===== src/sv/bgcd_pkg.sv =====
// Shared types and constants for the battery charge gauge.
// Holds the open-circuit-voltage table, field widths and register indexes.
// No dependencies.
`timescale 1ns / 1ps

package bgcd_pkg;

    localparam int MV_W   = 13;
    localparam int PCT_W  = 7;
    localparam int TREND_W = 8;
    localparam int IDX_W  = 2;

    typedef logic [MV_W-1:0]  t_mv;
    typedef logic [PCT_W-1:0] t_pct;
    typedef logic [TREND_W-1:0] t_trend;
    typedef logic [IDX_W-1:0] t_idx;

    localparam int TABLE_N = 12;
    localparam int SEG_N   = TABLE_N - 1;
    localparam int SEG_W   = $clog2(TABLE_N);

    typedef logic [SEG_W-1:0] t_seg;

    localparam t_mv  OCV_MV  [TABLE_N] = '{
        13'd3300, 13'd3450, 13'd3550, 13'd3660, 13'd3700, 13'd3740,
        13'd3780, 13'd3820, 13'd3870, 13'd3950, 13'd4080, 13'd4200
    };
    localparam t_pct OCV_PCT [TABLE_N] = '{
        7'd0, 7'd5, 7'd10, 7'd20, 7'd30, 7'd40,
        7'd50, 7'd60, 7'd70, 7'd80, 7'd90, 7'd100
    };

    localparam t_mv  EMPTY_MV = 13'd100;
    localparam logic [6:0] FAST_K = 7'd77;
    localparam logic [6:0] SLOW_K = 7'd13;
    localparam t_pct PCT_MAX  = 7'd100;
    localparam t_pct PCT_NONE = 7'd127;

    localparam t_idx REG_FULL_THRESHOLD = 2'd0;
    localparam t_idx REG_RISE_TREND     = 2'd1;
    localparam t_idx REG_FALL_TREND     = 2'd2;

    localparam t_mv    FULL_THRESHOLD_RST = 13'd4150;
    localparam t_trend RISE_TREND_RST     = 8'd20;
    localparam t_trend FALL_TREND_RST     = 8'd10;

endpackage


===== src/sv/bgcd_in_if.sv =====
// Sample channel of the battery charge gauge: valid, ready and one voltage.
// Depends on bgcd_pkg for the field type.
`timescale 1ns / 1ps

interface bgcd_in_if;
    logic          valid;
    logic          ready;
    bgcd_pkg::t_mv pack_mv;

    modport source (output valid, output pack_mv, input ready);
    modport sink   (input valid, input pack_mv, output ready);
endinterface


===== src/sv/bgcd_out_if.sv =====
// Result channel of the battery charge gauge: percent, charge flags, average.
// Depends on bgcd_pkg for the field types.
`timescale 1ns / 1ps

interface bgcd_out_if;
    logic           valid;
    logic           ready;
    bgcd_pkg::t_pct charge_percent;
    logic           is_charging;
    logic           status_changed;
    bgcd_pkg::t_mv  smoothed_mv;

    modport source (output valid, output charge_percent, output is_charging,
                    output status_changed, output smoothed_mv, input ready);
    modport sink   (input valid, input charge_percent, input is_charging,
                    input status_changed, input smoothed_mv, output ready);
endinterface


===== src/sv/battery_gauge_charge_detect.sv =====
// Top level of the battery charge gauge: sequencer around one multiplier.
// Depends on bgcd_pkg, bgcd_in_if and bgcd_out_if.
//
// Usage:
//   i_in carries one pack-voltage sample per beat; o_out returns one result
//   per sample: percent, charging flag, change flag and the averaged voltage.
//   Registers are written through i_cfg_we / i_cfg_idx / i_cfg_data while the
//   block is idle; index 0 is the full threshold, 1 the rise trend, 2 the
//   fall trend, index 3 is ignored.
//   A result comes soonest when both averages are loaded directly and the
//   percent clamps, and latest when all three passes through the shared
//   multiplier (fast step, interpolation product, slow step) and the four
//   restoring-division steps for the interpolation run.
//   A new sample is taken only once the last one has reached the output
//   register; i_in.ready is high only in the idle state.
//   A finished result sits in the output register; the next sample is taken
//   while it waits, and the sequencer holds at its last step until the
//   result register is free.
//   Reset restores the register defaults, clears both averages and the
//   charge flag and marks that no prior result exists.
`timescale 1ns / 1ps

module battery_gauge_charge_detect #(
    parameter int FRAC_BITS = 8
) (
    input  logic                 i_clk,
    input  logic                 i_rst_n,
    input  logic                 i_cfg_we,
    input  bgcd_pkg::t_idx       i_cfg_idx,
    input  bgcd_pkg::t_mv        i_cfg_data,
    bgcd_in_if.sink              i_in,
    bgcd_out_if.source           o_out
);

    localparam int W  = bgcd_pkg::MV_W + FRAC_BITS;
    localparam int PW = W + 7;
    localparam int NW = W + 8;

    localparam logic [3:0] S_IDLE  = 4'd0;
    localparam logic [3:0] S_FAST  = 4'd1;
    localparam logic [3:0] S_MUL   = 4'd2;
    localparam logic [3:0] S_APPLY = 4'd3;
    localparam logic [3:0] S_SEG   = 4'd4;
    localparam logic [3:0] S_DIV   = 4'd5;
    localparam logic [3:0] S_SLOW  = 4'd6;
    localparam logic [3:0] S_FLAG  = 4'd7;
    localparam logic [3:0] S_DONE  = 4'd8;

    localparam logic [1:0] PH_FAST = 2'd0;
    localparam logic [1:0] PH_PCT  = 2'd1;
    localparam logic [1:0] PH_SLOW = 2'd2;

    localparam logic [W-1:0] EMPTY_FX = {bgcd_pkg::EMPTY_MV, {FRAC_BITS{1'b0}}};

    logic [3:0]            r_state;
    logic [1:0]            r_phase;
    bgcd_pkg::t_mv         r_full_mv;
    bgcd_pkg::t_trend      r_rise_mv;
    bgcd_pkg::t_trend      r_fall_mv;
    logic [W-1:0]          r_sample;
    logic [W-1:0]          r_fast;
    logic [W-1:0]          r_slow;
    logic                  r_flag;
    logic                  r_charging;
    bgcd_pkg::t_pct        r_pct;
    bgcd_pkg::t_pct        r_prior_pct;
    logic                  r_prior_chg;
    logic [W-1:0]          r_diff;
    logic                  r_neg;
    logic [6:0]            r_k;
    logic [PW-1:0]         r_prod;
    bgcd_pkg::t_seg        r_seg;
    logic [NW-1:0]         r_num;
    logic [NW-1:0]         r_den2;
    logic [1:0]            r_bit;
    logic [3:0]            r_q;
    logic                  r_out_valid;
    bgcd_pkg::t_pct        r_out_pct;
    logic                  r_out_chg;
    logic                  r_out_changed;
    bgcd_pkg::t_mv         r_out_mv;

    logic [W-1:0]          n_cur;
    logic [W-1:0]          n_avg;
    logic [NW-1:0]         n_up_sum;
    logic [W-1:0]          n_up;
    logic [W-1:0]          n_down;
    bgcd_pkg::t_seg        n_seg;
    bgcd_pkg::t_seg        n_seg_hi;
    logic [W-1:0]          n_seg_lo_fx;
    logic [W-1:0]          n_den;
    logic [NW-1:0]         n_trial;
    logic                  n_below;
    logic                  n_above;
    logic [W:0]            n_rise_sum;
    logic [W:0]            n_fall_sum;
    logic                  in_beat;
    logic                  out_free;

    assign in_beat  = i_in.valid && i_in.ready;
    assign out_free = !r_out_valid || o_out.ready;

    assign i_in.ready           = (r_state == S_IDLE);
    assign o_out.valid          = r_out_valid;
    assign o_out.charge_percent = r_out_pct;
    assign o_out.is_charging    = r_out_chg;
    assign o_out.status_changed = r_out_changed;
    assign o_out.smoothed_mv    = r_out_mv;

    // average step: cur + floor(d*k/256) upward, cur - ceil(d*k/256) downward
    always_comb begin
        n_cur    = (r_phase == PH_SLOW) ? r_slow : r_fast;
        n_up_sum = {1'b0, r_prod} + NW'(255);
        n_up     = n_up_sum[NW-1:8];
        n_down   = {1'b0, r_prod[PW-1:8]};
        n_avg    = r_neg ? (n_cur - n_up) : (n_cur + n_down);
    end

    always_comb begin
        n_below = (r_fast <= {bgcd_pkg::OCV_MV[0], {FRAC_BITS{1'b0}}});
        n_above = (r_fast >= {bgcd_pkg::OCV_MV[bgcd_pkg::TABLE_N-1], {FRAC_BITS{1'b0}}});
        n_seg   = bgcd_pkg::t_seg'(bgcd_pkg::SEG_N - 1);
        for (int i = bgcd_pkg::SEG_N - 1; i >= 0; i--) begin
            if (r_fast < {bgcd_pkg::OCV_MV[i+1], {FRAC_BITS{1'b0}}}) begin
                n_seg = bgcd_pkg::t_seg'(i);
            end
        end
        n_seg_hi    = r_seg + bgcd_pkg::t_seg'(1);
        n_seg_lo_fx = {bgcd_pkg::OCV_MV[n_seg], {FRAC_BITS{1'b0}}};
        n_den       = {bgcd_pkg::OCV_MV[n_seg_hi] - bgcd_pkg::OCV_MV[r_seg],
                       {FRAC_BITS{1'b0}}};
        n_trial     = r_den2 << r_bit;
    end

    always_comb begin
        n_rise_sum = {1'b0, r_slow} + (W+1)'({r_rise_mv, {FRAC_BITS{1'b0}}});
        n_fall_sum = {1'b0, r_fast} + (W+1)'({r_fall_mv, {FRAC_BITS{1'b0}}});
    end

    always_ff @(posedge i_clk) begin
        if (!i_rst_n) begin
            r_state     <= S_IDLE;
            r_phase     <= PH_FAST;
            r_full_mv   <= bgcd_pkg::FULL_THRESHOLD_RST;
            r_rise_mv   <= bgcd_pkg::RISE_TREND_RST;
            r_fall_mv   <= bgcd_pkg::FALL_TREND_RST;
            r_fast      <= '0;
            r_slow      <= '0;
            r_flag      <= 1'b0;
            r_prior_pct <= bgcd_pkg::PCT_NONE;
            r_prior_chg <= 1'b0;
            r_out_valid <= 1'b0;
        end else begin
            if (i_cfg_we) begin
                case (i_cfg_idx)
                    bgcd_pkg::REG_FULL_THRESHOLD: r_full_mv <= i_cfg_data;
                    bgcd_pkg::REG_RISE_TREND:
                        r_rise_mv <= i_cfg_data[bgcd_pkg::TREND_W-1:0];
                    bgcd_pkg::REG_FALL_TREND:
                        r_fall_mv <= i_cfg_data[bgcd_pkg::TREND_W-1:0];
                    default: ;
                endcase
            end

            if (r_out_valid && o_out.ready && (r_state != S_DONE)) begin
                r_out_valid <= 1'b0;
            end

            case (r_state)
                S_IDLE: begin
                    if (in_beat) begin
                        r_sample <= {i_in.pack_mv, {FRAC_BITS{1'b0}}};
                        r_state  <= S_FAST;
                    end
                end
                S_FAST: begin
                    if (r_fast <= EMPTY_FX) begin
                        r_fast  <= r_sample;
                        r_state <= S_SEG;
                    end else begin
                        r_neg   <= (r_sample < r_fast);
                        r_diff  <= (r_sample < r_fast) ? (r_fast - r_sample)
                                                       : (r_sample - r_fast);
                        r_k     <= bgcd_pkg::FAST_K;
                        r_phase <= PH_FAST;
                        r_state <= S_MUL;
                    end
                end
                S_MUL: begin
                    r_prod  <= PW'(r_diff) * PW'(r_k);
                    r_state <= S_APPLY;
                end
                S_APPLY: begin
                    case (r_phase)
                        PH_FAST: begin
                            r_fast  <= n_avg;
                            r_state <= S_SEG;
                        end
                        PH_PCT: begin
                            r_num   <= {r_prod, 1'b0} + NW'(n_den);
                            r_den2  <= NW'({n_den, 1'b0});
                            r_bit   <= 2'd3;
                            r_q     <= '0;
                            r_state <= S_DIV;
                        end
                        default: begin
                            r_slow  <= n_avg;
                            r_state <= S_FLAG;
                        end
                    endcase
                end
                S_SEG: begin
                    if (n_below) begin
                        r_pct   <= '0;
                        r_state <= S_SLOW;
                    end else if (n_above) begin
                        r_pct   <= bgcd_pkg::PCT_MAX;
                        r_state <= S_SLOW;
                    end else begin
                        r_seg   <= n_seg;
                        r_diff  <= r_fast - n_seg_lo_fx;
                        r_k     <= 7'(bgcd_pkg::OCV_PCT[n_seg + bgcd_pkg::t_seg'(1)]
                                      - bgcd_pkg::OCV_PCT[n_seg]);
                        r_phase <= PH_PCT;
                        r_state <= S_MUL;
                    end
                end
                S_DIV: begin
                    if (r_num >= n_trial) begin
                        r_num        <= r_num - n_trial;
                        r_q[r_bit]   <= 1'b1;
                    end
                    if (r_bit == 2'd0) begin
                        r_pct   <= bgcd_pkg::OCV_PCT[r_seg]
                                 + {3'b000, r_q[3:1], (r_num >= n_trial)};
                        r_state <= S_SLOW;
                    end else begin
                        r_bit <= r_bit - 2'd1;
                    end
                end
                S_SLOW: begin
                    if (r_slow <= EMPTY_FX) begin
                        r_slow     <= r_fast;
                        r_charging <= 1'b0;
                        r_state    <= S_DONE;
                    end else begin
                        r_neg   <= (r_fast < r_slow);
                        r_diff  <= (r_fast < r_slow) ? (r_slow - r_fast)
                                                     : (r_fast - r_slow);
                        r_k     <= bgcd_pkg::SLOW_K;
                        r_phase <= PH_SLOW;
                        r_state <= S_MUL;
                    end
                end
                S_FLAG: begin
                    if (({1'b0, r_fast} > n_rise_sum) ||
                        (r_fast >= {r_full_mv, {FRAC_BITS{1'b0}}})) begin
                        r_flag     <= 1'b1;
                        r_charging <= 1'b1;
                    end else if (n_fall_sum < {1'b0, r_slow}) begin
                        r_flag     <= 1'b0;
                        r_charging <= 1'b0;
                    end else begin
                        r_charging <= r_flag;
                    end
                    r_state <= S_DONE;
                end
                S_DONE: begin
                    if (out_free) begin
                        r_out_valid   <= 1'b1;
                        r_out_pct     <= r_pct;
                        r_out_chg     <= r_charging;
                        r_out_changed <= (r_pct != r_prior_pct) ||
                                         (r_charging != r_prior_chg);
                        r_out_mv      <= r_fast[W-1:FRAC_BITS];
                        r_prior_pct   <= r_pct;
                        r_prior_chg   <= r_charging;
                        r_state       <= S_IDLE;
                    end
                end
                default: r_state <= S_IDLE;
            endcase
        end
    end

    a_busy_after_beat: assert property (@(posedge i_clk) disable iff (!i_rst_n)
        in_beat |=> !i_in.ready)
        else $error("sample taken while sequencer busy");

    a_pct_range: assert property (@(posedge i_clk) disable iff (!i_rst_n)
        o_out.valid |-> (o_out.charge_percent <= bgcd_pkg::PCT_MAX))
        else $error("percent above full scale");

    a_prior_code: assert property (@(posedge i_clk) disable iff (!i_rst_n)
        (r_prior_pct == bgcd_pkg::PCT_NONE) || (r_prior_pct <= bgcd_pkg::PCT_MAX))
        else $error("prior percent holds an invalid code");

    a_result_on_done: assert property (@(posedge i_clk) disable iff (!i_rst_n)
        (r_state == S_DONE && out_free) |=> (o_out.valid && r_state == S_IDLE))
        else $error("finished result not presented");

endmodule


===== src/flat_wrapper.sv =====
// flat-port wrapper written by rule: the top's interface ports become plain ports
module battery_gauge_charge_detect_flat 
#(
    parameter int FRAC_BITS = 8
)
  (i_clk, i_rst_n, i_cfg_we, i_cfg_idx, i_cfg_data, i_in_valid, i_in_pack_mv, i_in_ready, o_out_valid, o_out_charge_percent, o_out_is_charging, o_out_status_changed, o_out_smoothed_mv, o_out_ready);
  bgcd_in_if i_in_i ();
  bgcd_out_if o_out_i ();
  input  logic i_clk;
  input  logic i_rst_n;
  input  logic i_cfg_we;
  input  bgcd_pkg::t_idx i_cfg_idx;
  input  bgcd_pkg::t_mv i_cfg_data;
  input wire logic [$bits(i_in_i.valid)-1:0] i_in_valid;
  input wire logic [$bits(i_in_i.pack_mv)-1:0] i_in_pack_mv;
  output wire logic [$bits(i_in_i.ready)-1:0] i_in_ready;
  output wire logic [$bits(o_out_i.valid)-1:0] o_out_valid;
  output wire logic [$bits(o_out_i.charge_percent)-1:0] o_out_charge_percent;
  output wire logic [$bits(o_out_i.is_charging)-1:0] o_out_is_charging;
  output wire logic [$bits(o_out_i.status_changed)-1:0] o_out_status_changed;
  output wire logic [$bits(o_out_i.smoothed_mv)-1:0] o_out_smoothed_mv;
  input wire logic [$bits(o_out_i.ready)-1:0] o_out_ready;
  assign i_in_i.valid = i_in_valid;
  assign i_in_i.pack_mv = i_in_pack_mv;
  assign i_in_ready = i_in_i.ready;
  assign o_out_valid = o_out_i.valid;
  assign o_out_charge_percent = o_out_i.charge_percent;
  assign o_out_is_charging = o_out_i.is_charging;
  assign o_out_status_changed = o_out_i.status_changed;
  assign o_out_smoothed_mv = o_out_i.smoothed_mv;
  assign o_out_i.ready = o_out_ready;
  battery_gauge_charge_detect #(.FRAC_BITS(FRAC_BITS)) u_core (.i_clk(i_clk), .i_rst_n(i_rst_n), .i_cfg_we(i_cfg_we), .i_cfg_idx(i_cfg_idx), .i_cfg_data(i_cfg_data), .i_in(i_in_i), .o_out(o_out_i));
endmodule

===== config.mk =====
export PLATFORM = sky130hd
export DESIGN_NAME = battery_gauge_charge_detect_flat
export DESIGN_NICKNAME = d
export VERILOG_FILES = /design/src/sv/bgcd_pkg.sv /design/src/sv/bgcd_in_if.sv /design/src/sv/bgcd_out_if.sv /design/src/sv/battery_gauge_charge_detect.sv /design/src/flat_wrapper.sv
export SDC_FILE = /design/constraint.sdc
export NUM_CORES = 1
export LEC_CHECK = 0
export BUFFER_PORTS_ARGS = -buffer_cell sky130_fd_sc_hd__buf_4
export CELL_PAD_IN_SITES_DETAIL_PLACEMENT = 1
export CELL_PAD_IN_SITES_GLOBAL_PLACEMENT = 2
export CORE_MARGIN = 5
export CORE_UTILIZATION = 44
export CTS_BUF_LIST = sky130_fd_sc_hd__clkbuf_16
export CTS_CLUSTER_DIAMETER = 100
export DETAILED_ROUTE_END_ITERATION = 7
export PLACE_DENSITY_LB_ADDON = 0.25
export RECOVER_POWER = 100
export SKIP_CTS_REPAIR_TIMING = 1
export SLEW_MARGIN = 20
export SYNTH_ARGS = -nofsm -noshare
export SYNTH_HDL_FRONTEND = slang
export SYNTH_SLANG_ARGS = --single-unit

===== constraint.sdc =====
create_clock -name i_clk -period 8.6 [get_ports i_clk]
set_clock_uncertainty 0.1 [all_clocks]
set_input_delay 1.72 -clock i_clk [delete_from_list [all_inputs] [get_ports i_clk]]
set_output_delay 1.72 -clock i_clk [all_outputs]
set_load 0.05 [all_outputs]

* Word level (Yosys, flattened, before mapping) *
Memory sizes are Yosys's and may differ from the RTL's.
Cells that the tools add are included.

storage, ports and cells
  memories kept = 6
  register bits after elaboration = 239
  output and inout bits = 24
  memory bits (read-only) = 960

memory list
  memory            words  bits a word  read ports  clocked after Yosys merged registers in  write ports  RTL line                            source
  (name not given)  16     13           1           0                                        0            battery_gauge_charge_detect.sv:130  n_den = {bgcd_pkg::OCV_MV[n_seg_hi] - bgcd_pkg::OCV_MV[r_seg],
  (name not given)  16     13           1           0                                        0            battery_gauge_charge_detect.sv:130
  (name not given)  16     13           1           0                                        0            battery_gauge_charge_detect.sv:129  n_seg_lo_fx = {bgcd_pkg::OCV_MV[n_seg], {FRAC_BITS{1'b0}}};
  (name not given)  16     7            1           0                                        0            battery_gauge_charge_detect.sv:222  r_k <= 7'(bgcd_pkg::OCV_PCT[n_seg + bgcd_pkg::t_seg'(1)]
  (name not given)  16     7            1           0                                        0            battery_gauge_charge_detect.sv:223  - bgcd_pkg::OCV_PCT[n_seg]);
  (name not given)  16     7            1           0                                        0            battery_gauge_charge_detect.sv:234  r_pct <= bgcd_pkg::OCV_PCT[r_seg]

operators by class
  order comparisons = 26
  $add $sub $neg = 18
  muxes and demuxes = 81
  multipliers = 1
  equality and inequality tests = 30
  reductions and logical operators = 39
  shift operators = 1
  bitwise operators = 7

operator list
  cell                     count
  $mux W21                 12
  $lt A21 B20 Y1 const B   10
  $sub A21 B21 Y21         6
  $mux W7                  13
  $pmux W21 S2             2
  $mux W13                 6
  $pmux W21 S3             1
  $mux W4                  15
  $mux W29                 2
  $pmux W29 S2             1
  $add A21 B16 Y22         2
  $le A21 B15 Y1 const B   2
  $lt A21 B21 Y1           2
  $pmux W4 S9              1
  $add A28 B8 Y29 const B  1
  $add A29 B21 Y29         1
  $ge A29 B29 Y1           1
  $shl A22 B2 Y29          1
  $sub A29 B29 Y29         1
  $mul A21 B7 Y28          1
  $gt A21 B22 Y1           1
  $lt A22 B21 Y1           1
  $add A21 B20 Y21         1
  $ge A21 B21 Y1           1
  48 further kinds         118

* Depth between registers and ports, before layout *
Gate-level depths: netlist (run 1).

  word-level depth = 20
  mapped depth = 28
  depth with buffers taken out = 26

* Least setup slack after synthesis (run 1) *
OpenSTA, ideal clock, no wires.

  kind = input to register
  start = in i_rst_n
  end = reg u_core.r_prod[0] (enable)
  setup slack = 3281 ps
  arrival = 4735 ps
  data required time = 8016 ps
  buffers on the path = 1
  library setup time = 484 ps
  stages = 3
  cells stage by stage = clkbuf_1 nand2_1 nor4_1

on the way
  cells in the longest elaborated chain, start to end = 1

RTL lines
  element                             RTL line                            source
  from (decl)                         flat_wrapper.sv:10                  input logic i_rst_n;
  $reduce_and A2 Y1 (no source line)  -
  to (signal assigned)                battery_gauge_charge_detect.sv:190  r_prod <= PW'(r_diff) * PW'(r_k);
  to (decl)                           battery_gauge_charge_detect.sv:71   logic [PW-1:0] r_prod;

Every way passes these cells.
A chain may end at the register's enable or synchronous reset.

* Worst setup path after layout (run 1) *
  start = reg u_core.r_fast[10]
  end = reg u_core.r_diff[6], data pin

on the way
  cells in the longest elaborated chain, start to end = 4
  elaborated cells between the ends (all ways) = 7

RTL lines
  element                            RTL line                                                                source
  from (decl)                        battery_gauge_charge_detect.sv:61                                       logic [W-1:0] r_fast;
  from (signal assigned)             battery_gauge_charge_detect.sv:178                                      r_fast <= r_sample;
  from (signal assigned)             battery_gauge_charge_detect.sv:196                                      r_fast <= n_avg;
  $lt A21 B21 Y1 (on tied branches)  battery_gauge_charge_detect.sv:248, battery_gauge_charge_detect.sv:182
  $mux W21 (on tied branches)        battery_gauge_charge_detect.sv:248, battery_gauge_charge_detect.sv:182
  $mux W21 (on tied branches)        battery_gauge_charge_detect.sv:242, battery_gauge_charge_detect.sv:177
  $pmux W21 S3 *                     battery_gauge_charge_detect.sv:169                                      case (r_state)
  to (signal assigned)               battery_gauge_charge_detect.sv:182                                      r_diff <= (r_sample < r_fast) ? (r_fast - r_sample)
  to (signal assigned)               battery_gauge_charge_detect.sv:221                                      r_diff <= r_fast - n_seg_lo_fx;
  to (signal assigned)               battery_gauge_charge_detect.sv:248                                      r_diff <= (r_fast < r_slow) ? (r_slow - r_fast)
  to (decl)                          battery_gauge_charge_detect.sv:68                                       logic [W-1:0] r_diff;

Mark *: on every way between the ends. The rest lies on a longest branch, timed or not. The select of a mux whose other input is x is not followed.

==> run metrics, run 1 <==
status finished, violations left; failing checks capacitance limit, slew limit; largest net degree at the start of global routing 44; Row Count 85; highest clock rate 148 MHz; Yosys warnings 0; Post-synth ARST share 0%; most common cell after layout, fill and taps aside nand2_1; die area 59200 sq um; clock sinks 236; routability cong. 0.942; Leak 11.3 nW; post-synthesis instance total 2808; 1st-pass router iterations 5; crit path capture type register; Clock Latency Late Sink 0.59 ns; Clock transition at path regs 0.06 ns; utilization after layout 48.0%; Ports 57; # DRC 0; Area Growth Syn to Fin 7.89%; setup_tns 0 ns; Yosys top cell by area edfxtp_1; final setup fails 0; slowest cell on the critical path a31oi_1; Filler cells 6356; first-pass GRT wire length 130000 um; H-tree depth 1; max-slew violations 252; multiplexer share of the synthesized area 2.77%; Final Hold Viols 0; required time of the worst setup path 8.69 ns; Nets 3207; final setup margin 1.83 ns; CTS root buf clkbuf_16; synthesized area 24000 sq um; most frequent cells in the layout nand2_1 (342), ha_1 (266), inv_1 (237); n_diodes 0; RSZ-0062 raised after global routing no; vias in the first global route 22098; HPWL after DPL 66700 um; HP Class reg2reg; GRT Total Usage 27.6%; most used cell, CP a31oi_1; Max-Cap Viols 9; CP Max Fanout 23; via count 20962; Yosys reg bits 236; CP Cell Sequence clkbuf_1, inv_1, ha_1, a2111oi_0, o41ai_1, a31oi_1, a31oi_2, a31oi_1, or2_0, a21oi_1, mux2_2, o21ai_0; CP startpoint kind register; share of post-route cells with drive strength above 1 4.39%; register area 6220 sq um; Primary FF master, synth edfxtp_1; Chip Width 243 um; core area 53900 sq um; relative slew slack -62.0%; main combinational cell family by area after synthesis adder cells; largest cells by area after synthesis edfxtp_1 (19%), ha_1 (14%), fa_1 (8.8%), dfxtp_1 (7.3%), nand2_1 (5.4%); Post-synth EDFFs 149; peak supply drop 0.477 mV; Initial Util 44.4%; Port-buffer cells 56; compound-gate portion of the synthesized area 19.7%; CP max stage delay 1.72 ns; Avg Vias per Cell 5.95; Synth top area share 18.7%; final std cells w/o fill 3523; Simple-Gate Fraction of Synth Area 17.1%; Avg Inst Size Synth 8.54 sq um; DRT Wirelength 83500 um; arrival time worst endpoint 6.86 ns; post-synthesis sequential area ratio 25.9%; WL/cell 23.7 um; Post-Synth Adder-Cell Area 22.7%; library cells used by synthesis 82; pre-CTS WS 2.25 ns; Period minus WS final 6.77 ns; Pwr Density 464 nW/um^2; Total Power Consumption 12.0 mW; Final Cycle Share 78.8%; Worst Max-Slew Pin Slew 2.43 ns; total CTS buffers 31; placed cells 3466; CTS tree built; die height 243 um; CTS max path bufs 3; initial DRC count 1249; critical path class reg2reg; Final ANT Viol Nets 0; multi-input logic area 16300 sq um; antenna violations before repair 1; XOR/XNOR Fraction of Synth Area 6.03%; final global-route overflow total 0
==> critical path, delay by kind of cell, from the launching register on <==
family / cells / cell delay (ns)
AND/OR/NAND/NOR: 1 / 0.61
flip-flops: 1 / 0.61
multiplexers: 1 / 0.25
buffers and inverters: 2 / 1.00
adder cells (fa/ha/maj): 1 / 0.49
AO/OA/AOI/OAI: 7 / 3.27
==> synthesized netlist by cell type (10+ instances only) <==
master      n
nand2_1   342
ha_1      266
inv_1     230
a21oi_1   221
nor2_1    188
edfxtp_1  149
o21ai_0   148
clkbuf_1  105
fa_1      105
xnor2_1    94
dfxtp_1    87
a21o_1     76
xor2_1     71
nand3_1    57
nor3_1     57
and2_1     56
mux2i_1    54
nor2b_1    35
o211ai_1   32
o21a_1     31
a211oi_1   29
a31oi_1    27
and3_1     22
o21bai_1   21
nor4_1     20
nand2b_1   19
nand4_1    19
o31ai_1    18
or3_1      18
mux2_2     11
o41ai_1    11
or2_2      11
o211a_1    10
o22ai_1    10
==> logic make-up (layout without fill, tap and decap cells) <==
kind of cell / Yosys count / count (layout)
buffers and inverters: 358 / 376
AND/OR/NAND/NOR: 879 / 879
AO/OA/AOI/OAI: 733 / 733
flip-flops: 236 / 236
XOR/XNOR: 165 / 165
multiplexers: 65 / 65
other: 1 / 2
adder cells (fa/ha/maj): 371 / 371
==> area by class of cell <==
cell class | count | share of cell area [%]
Timing Repair Buffer | 84 | 1.79
Clock inverter | 26 | 1.20
Sequential cell | 236 | 24.0
Multi-Input combinational cell | 2215 | 63.2
Clock buffer | 31 | 3.00
Tap cell | 696 | 3.37
Inverter | 235 | 3.41
==> sequential cells by signal, indices dropped and copies added, names as in the netlist, 12 cells and up <==
signal	count
u_core.r_fast	21
u_core.r_prod	28
u_core.o_out.smoothed_mv	13
u_core.r_sample	13
u_core.r_full_mv	13
u_core.r_slow	21
u_core.r_diff	21
u_core.r_num	28
u_core.r_den2	12
==> metrics by stage <==
| stage | hold WS, ns | cell area [sq um] |
|---|---|---|
| floorplan | 0.336 | 24000 |
| detailed placement | 0.352 | 25000 |
| global placement | 0.347 | 25000 |
| finish | 0.356 | 25900 |
| CTS | 0.357 | 26100 |
| global route | 0.377 | 25900 |
==> per-layer routing <==
metal	track usage (%)	wire length [um]	vias to the layer above
met5	0	14	-
met1	34.7	35500	10382
li1	-	-	9896
met3	4.02	3660	191
met4	12.0	4340	2
met2	47.4	39900	491
==> power breakdown <==
part	switching, mW	total, mW	internal [mW]
logic	5.26	8.64	3.37
clock network	0.536	1.40	0.861
registers	0.281	1.97	1.69
==> final timing paths <==
| kind | start | end | slack (ns) | depth (start not counted) |
|---|---|---|---|---|
| worst max-delay path | u_core.r_fast[10] | u_core.r_diff[6] | 1.83 | 12 |
| worst min-delay path | u_core.r_full_mv[11] | u_core.r_full_mv[11] | 0.36 | 2 |
| worst max register to register | u_core.r_fast[10] | u_core.r_diff[6] | 1.83 | 12 |
| worst min register to register | u_core.r_full_mv[11] | u_core.r_full_mv[11] | 0.36 | 2 |
Note: power is estimated with default switching activity, not from simulation.
==> inputs of run 2 (changes only) <==
CORE_UTILIZATION = 37   (was 44)
clock period = 6.1 ns   (was 8.6 ns; I/O delays follow)
==> run 2 against run 1 <==
The flow still finishes with violations (capacitance limit, slew limit). Utilization decreased by 7.0 points. Combinational power grew 40%. Global-route usage decreased by 4.2 points. Non-clock buffer count grew 40. Worst hold slack worse by 0.00065 ns. Critical path type unchanged. Sequential share of layout area fell by 0.47 points.
==> run metrics, run 2 (synthesis gave the netlist of run 1 again) <==
most frequent cells in the layout nand2_1 (342), ha_1 (266), inv_1 (233) (was nand2_1 (342), ha_1 (266), inv_1 (237)); routability cong. 0.917 (was 0.942); # DRC 0 (unchanged); via count 21050 (was 20962); switching share of power 50.2% (was 50.6%); Avg Vias per Cell 5.66 (was 5.95); Filler cells 7630 (was 6356); status finished, violations left (unchanged); largest net degree at the start of global routing 50 (was 44); Final ANT Viol Nets 0 (unchanged); total CTS buffers 31 (unchanged); 1st-pass router iterations 5 (unchanged); Port-buffer cells 56 (unchanged); total internal power 8.34 mW (was 5.93 mW); peak supply drop 0.703 mV (was 0.477 mV); Worst Max-Slew Pin Slew 2.67 ns (was 2.43 ns); most common cell after layout, fill and taps aside nand2_1 (unchanged); die area 70000 sq um (was 59200 sq um); final setup fails 0 (unchanged); die height 265 um (was 243 um); required time of the worst setup path 6.54 ns (was 8.69 ns); CTS tree built (unchanged); multi-input logic area 16400 sq um (was 16300 sq um); first-pass GRT wire length 131000 um (was 130000 um); register area 6220 sq um (unchanged); Finished Cell Area 26400 sq um (was 25900 sq um); Chip Width 265 um (was 243 um); Clock transition at path regs 0.06 ns (about the same); part of the power in registers 16.2% (was 16.4%); Row Count 93 (was 85); max-slew violations 83 (was 252); Max-Cap Viols 3 (was 9); Regs by FF count u_core.r_num x28, u_core.r_prod x28 (unchanged); initial DRC count 1083 (was 1249); Initial Util 37.2% (was 44.4%); DRT Wirelength 84500 um (was 83500 um); crit path capture type register (unchanged); Area Growth Syn to Fin 10.0% (was 7.89%); WL/cell 22.7 um (was 23.7 um); Total Power Consumption 16.8 mW (was 12.0 mW); Nets 3247 (was 3207); clock network fraction of design power 11.3% (was 11.6%); CP Max Fanout 24 (was 23); Pwr Density 635 nW/um^2 (was 464 nW/um^2); CP startpoint kind register (unchanged); Final Hold Viols 0 (unchanged); failing checks capacitance limit, slew limit (unchanged); Comb pwr share 72.5% (was 71.9%); Clock Latency Late Sink 0.60 ns (was 0.59 ns); Leak 11.4 nW (was 11.3 nW); CTS max path bufs 3 (unchanged); Worst R2R Setup Slack 0.33 ns (was 1.83 ns); H-tree depth 1 (unchanged); core area 64300 sq um (was 53900 sq um); placed inst area 25400 sq um (was 25000 sq um); HP Class reg2reg (unchanged); CTS root buf clkbuf_16 (unchanged); critical path class reg2reg (unchanged); share of post-route cells with drive strength above 1 6.17% (was 4.39%); highest clock rate 173 MHz (was 148 MHz); clock sinks 236 (unchanged); HPWL after DPL 67700 um (was 66700 um); Period minus WS final 5.77 ns (was 6.77 ns); antenna violations before repair 2 (was 1); final global-route overflow total 0 (unchanged); GRT Total Usage 23.4% (was 27.6%); Final Cycle Share 94.7% (was 78.8%); Ports 57 (unchanged); Net Sw Power 8.41 mW (was 6.08 mW); relative slew slack -78.1% (was -62.0%); vias in the first global route 22202 (was 22098); n_diodes 0 (unchanged); arrival time worst endpoint 6.21 ns (was 6.86 ns)
[run 2: cell types whose count changed in the layout (fill, tap and decap cells not counted), moves of 3 or more]
cell / delta
inv_1: -4
buf_4: +35
clkbuf_2: +3
clkinv_4: -3
inv_6: +4
clkinv_2: +4
bufinv_16: -3
[run 2: final cells by class]
| cell class | count | area share (%) |
|---|---|---|
| tap | 855 | 4.06 |
| sequential | 236 | 23.6 |
| multi-input combinational | 2215 | 62.2 |
| inverter | 235 | 3.35 |
| clock inverter | 26 | 1.00 |
| clock buffer | 31 | 2.94 |
| timing repair buffer | 124 | 2.88 |
[run 2: power groups by stage]
stage	logic [mW]	registers, mW	clock network [mW]
after floorplan	8.76	2.56	0
after global placement	11.9	2.74	0
after detailed placement	12.2	2.75	0
after CTS	12.2	2.72	1.94
after global routing	13.4	2.74	2.00
final	12.1	2.72	1.89
[run 2: layer usage]
layer  vias to the layer above  wire (um)  GRT usage, %
met3                       145       2340          1.80
met4                         2       3100          6.69
met1                     10543      36800          29.6
met2                       368      42300          42.9
li1                       9992          -             -
met5                         -          9             0
[run 2: worst max-delay path, stage by stage (launching register included)]
cell       delay, ns
dfxtp_1         0.53
clkbuf_1        0.91
inv_1           0.35
nor3_1          0.35
nand4_1         0.17
a2111oi_0       1.50
mux2_2          0.38
nand2_1         0.61
o41ai_1         0.61
a41o_1          0.17
[run 2: metrics by stage]
stage	setup slack (ns)	hold WS, ns	setup TNS, ns	cells	util [%]
global route	-0.0114	0.387	-0.0114	3722	41.0
CTS	0.267	0.357	0	3714	41.1
floorplan	0.833	0.336	0	2809	-
finish	0.326	0.355	0	3722	41.0
global placement	0.411	0.344	0	3657	39.5
detailed placement	0.311	0.349	0	3657	39.5
[run 2: final timing paths]
path | end | depth (start not counted) | startpoint
worst min-delay path | u_core.r_full_mv[10] | 2 | u_core.r_full_mv[10]
worst min register to register | u_core.r_full_mv[10] | 2 | u_core.r_full_mv[10]
worst max-delay path | u_core.r_fast[17] | 9 | u_core.r_fast[10]
worst max register to register | u_core.r_fast[17] | 9 | u_core.r_fast[10]
==> inputs of run 3 (changes only) <==
PLACE_DENSITY = 0.9   (was not set)
PLACE_DENSITY_LB_ADDON = not set   (was 0.25)
==> run 3 against run 2 <==
The flow still finishes with violations (capacitance limit, slew limit). Register-to-register slack got worse by 0.02 ns. Via count rose by 0.84%. Maximum frequency fell by 0.33%. Combinational power barely moved. Die area did not move. Utilization fell by 0.12 points. Largest cell class unchanged. Worst setup slack got worse by 0.019 ns.
==> run metrics, run 3 (synthesis gave the netlist of run 1 again) <==
status finished, violations left (unchanged); failing checks capacitance limit, slew limit (unchanged); GRT Total Usage 22.9% (was 23.4%); Hold Crit Endpoint u_core.r_full_mv[10] (unchanged); Ports 57 (unchanged); clock sinks 236 (unchanged); die height 265 um (unchanged); CTS root buf clkbuf_16 (unchanged); Max-Cap Viols 6 (was 3); most common cell after layout, fill and taps aside nand2_1 (unchanged); arrival time worst endpoint 5.92 ns (was 6.21 ns); largest net degree at the start of global routing 50 (unchanged); Avg Vias per Cell 5.71 (was 5.66); H-tree depth 1 (unchanged); highest clock rate 173 MHz (about the same); CTS tree built (unchanged); relative slew slack -73.8% (was -78.1%); Worst R2R Setup Slack 0.31 ns (was 0.33 ns); Initial Util 37.2% (unchanged); Total Power Consumption 16.6 mW (was 16.8 mW); first-pass GRT wire length 129000 um (was 131000 um); vias in the first global route 22468 (was 22202); Row Count 93 (unchanged); final setup fails 0 (unchanged); WL/cell 22.3 um (was 22.7 um); Worst Max-Slew Pin Slew 2.61 ns (was 2.67 ns); 1st-pass router iterations 5 (unchanged); core area 64300 sq um (unchanged); DRT Wirelength 82800 um (was 84500 um); pre-CTS WS 0.211 ns (was 0.311 ns); Clock Latency Late Sink 0.59 ns (was 0.60 ns); die area 70000 sq um (unchanged); Regs by FF count u_core.r_num x28, u_core.r_prod x28 (unchanged); max-slew violations 169 (was 83); Filler cells 7653 (was 7630); Pwr Density 630 nW/um^2 (was 635 nW/um^2); Critical R2R Launch u_core.r_fast[10] (unchanged); HP Class reg2reg (unchanged); hold depth 2 (unchanged); Chip Width 265 um (unchanged); via count 21227 (was 21050); antenna violations before repair 4 (was 2); # DRC 0 (unchanged); crit path capture type register (unchanged); critical path class reg2reg (unchanged); required time of the worst setup path 6.22 ns (was 6.54 ns); Nets 3243 (was 3247); initial DRC count 1269 (was 1083); share of post-route cells with drive strength above 1 5.97% (was 6.17%); most frequent cells in the layout nand2_1 (341), ha_1 (263), inv_1 (234) (was nand2_1 (342), ha_1 (266), inv_1 (233)); Final ANT Viol Nets 0 (unchanged); Final Hold Viols 0 (unchanged); total CTS buffers 30 (was 31); register area 6220 sq um (unchanged); CP startpoint kind register (unchanged); HPWL after DPL 65700 um (was 67700 um); depth of the worst register-to-register path 12 (was 9); hold slack 0.353 ns (was 0.355 ns); CTS max path bufs 3 (unchanged); Final Cycle Share 95.0% (was 94.7%); multi-input logic area 16400 sq um (about the same); final global-route overflow total 0 (unchanged); Period minus WS final 5.79 ns (was 5.77 ns); final setup margin 0.306 ns (was 0.326 ns); setup_tns 0 ns (unchanged); Hold Crit Start u_core.r_full_mv[10] (unchanged); Clock transition at path regs 0.06 ns (about the same); Port-buffer cells 56 (unchanged); worst r2r dst u_core.r_diff[19] (was u_core.r_fast[17]); Leak 11.4 nW (about the same); CP Max Fanout 23 (was 24); Area Growth Syn to Fin 9.69% (was 10.0%); peak supply drop 0.737 mV (was 0.703 mV); routability cong. 0.941 (was 0.917)
==> run 3: changes by cell type in the layout (fill, tap and decap cells not counted), moves of 2 or more <==
cell	delta
a2111oi_2	-2
buf_4	-4
clkinv_4	+2
ha_1	-3
ha_2	+3
inv_6	-3
==> run 3: worst max-delay path by stage <==
stage	slack [ns]	cells past startpoint	to	startpoint
after CTS	0.19	23	u_core.r_num[27]	u_core.r_seg[0]
after detailed placement	0.21	23	u_core.r_num[27]	u_core.r_seg[0]
after global routing	-0.009	26	u_core.r_num[27]	u_core.r_seg[0]
final	0.31	12	u_core.r_diff[19]	u_core.r_fast[10]
after floorplan	0.83	17	u_core.r_prod[26]	u_core.r_k[3]
after global placement	0.43	16	u_core.r_prod[26]	u_core.r_k[2]
==> run 3: through the flow <==
step	utilization, %	instance area [sq um]	instances
CTS	41.1	26400	3712
detailed placement	39.5	25400	3656
floorplan	-	24000	2809
global placement	39.5	25400	3656
finish	40.9	26300	3719
global route	40.9	26300	3718
==> run 3: critical path, stage by stage, from the launching register on <==
cell       delay (ns)
dfxtp_1          0.61
clkbuf_1         0.81
inv_1            0.29
ha_1             0.49
a2111oi_0        0.59
o41ai_1          0.20
a31oi_1          0.49
a31oi_1          0.26
a31oi_4          0.73
o211ai_1         0.18
o21ai_0          0.15
xor2_1           0.37
o221ai_1         0.16
==> run 3: power by group <==
group / internal, mW / switching [mW]
registers: 2.38 / 0.357
clock network: 1.03 / 0.765
logic: 4.86 / 7.17
total: 8.27 / 8.29
==> run 3: per-layer routing <==
layer | global-route usage [%] | share of wire (%)
met1 | 29.2 | 44
met2 | 40.0 | 48
met3 | 2.72 | 3.7
met4 | 8.06 | 4.5
met5 | 0 | 0.035
==> run 3: cell type report <==
cell class / instances / share of cell area (%)
antenna: 1 / 0.00952
clock buffer: 30 / 2.86
clock inverter: 26 / 0.880
inverter: 235 / 3.36
multi-input combinational: 2215 / 62.4
sequential: 236 / 23.6
tap: 855 / 4.07
timing repair buffer: 121 / 2.81
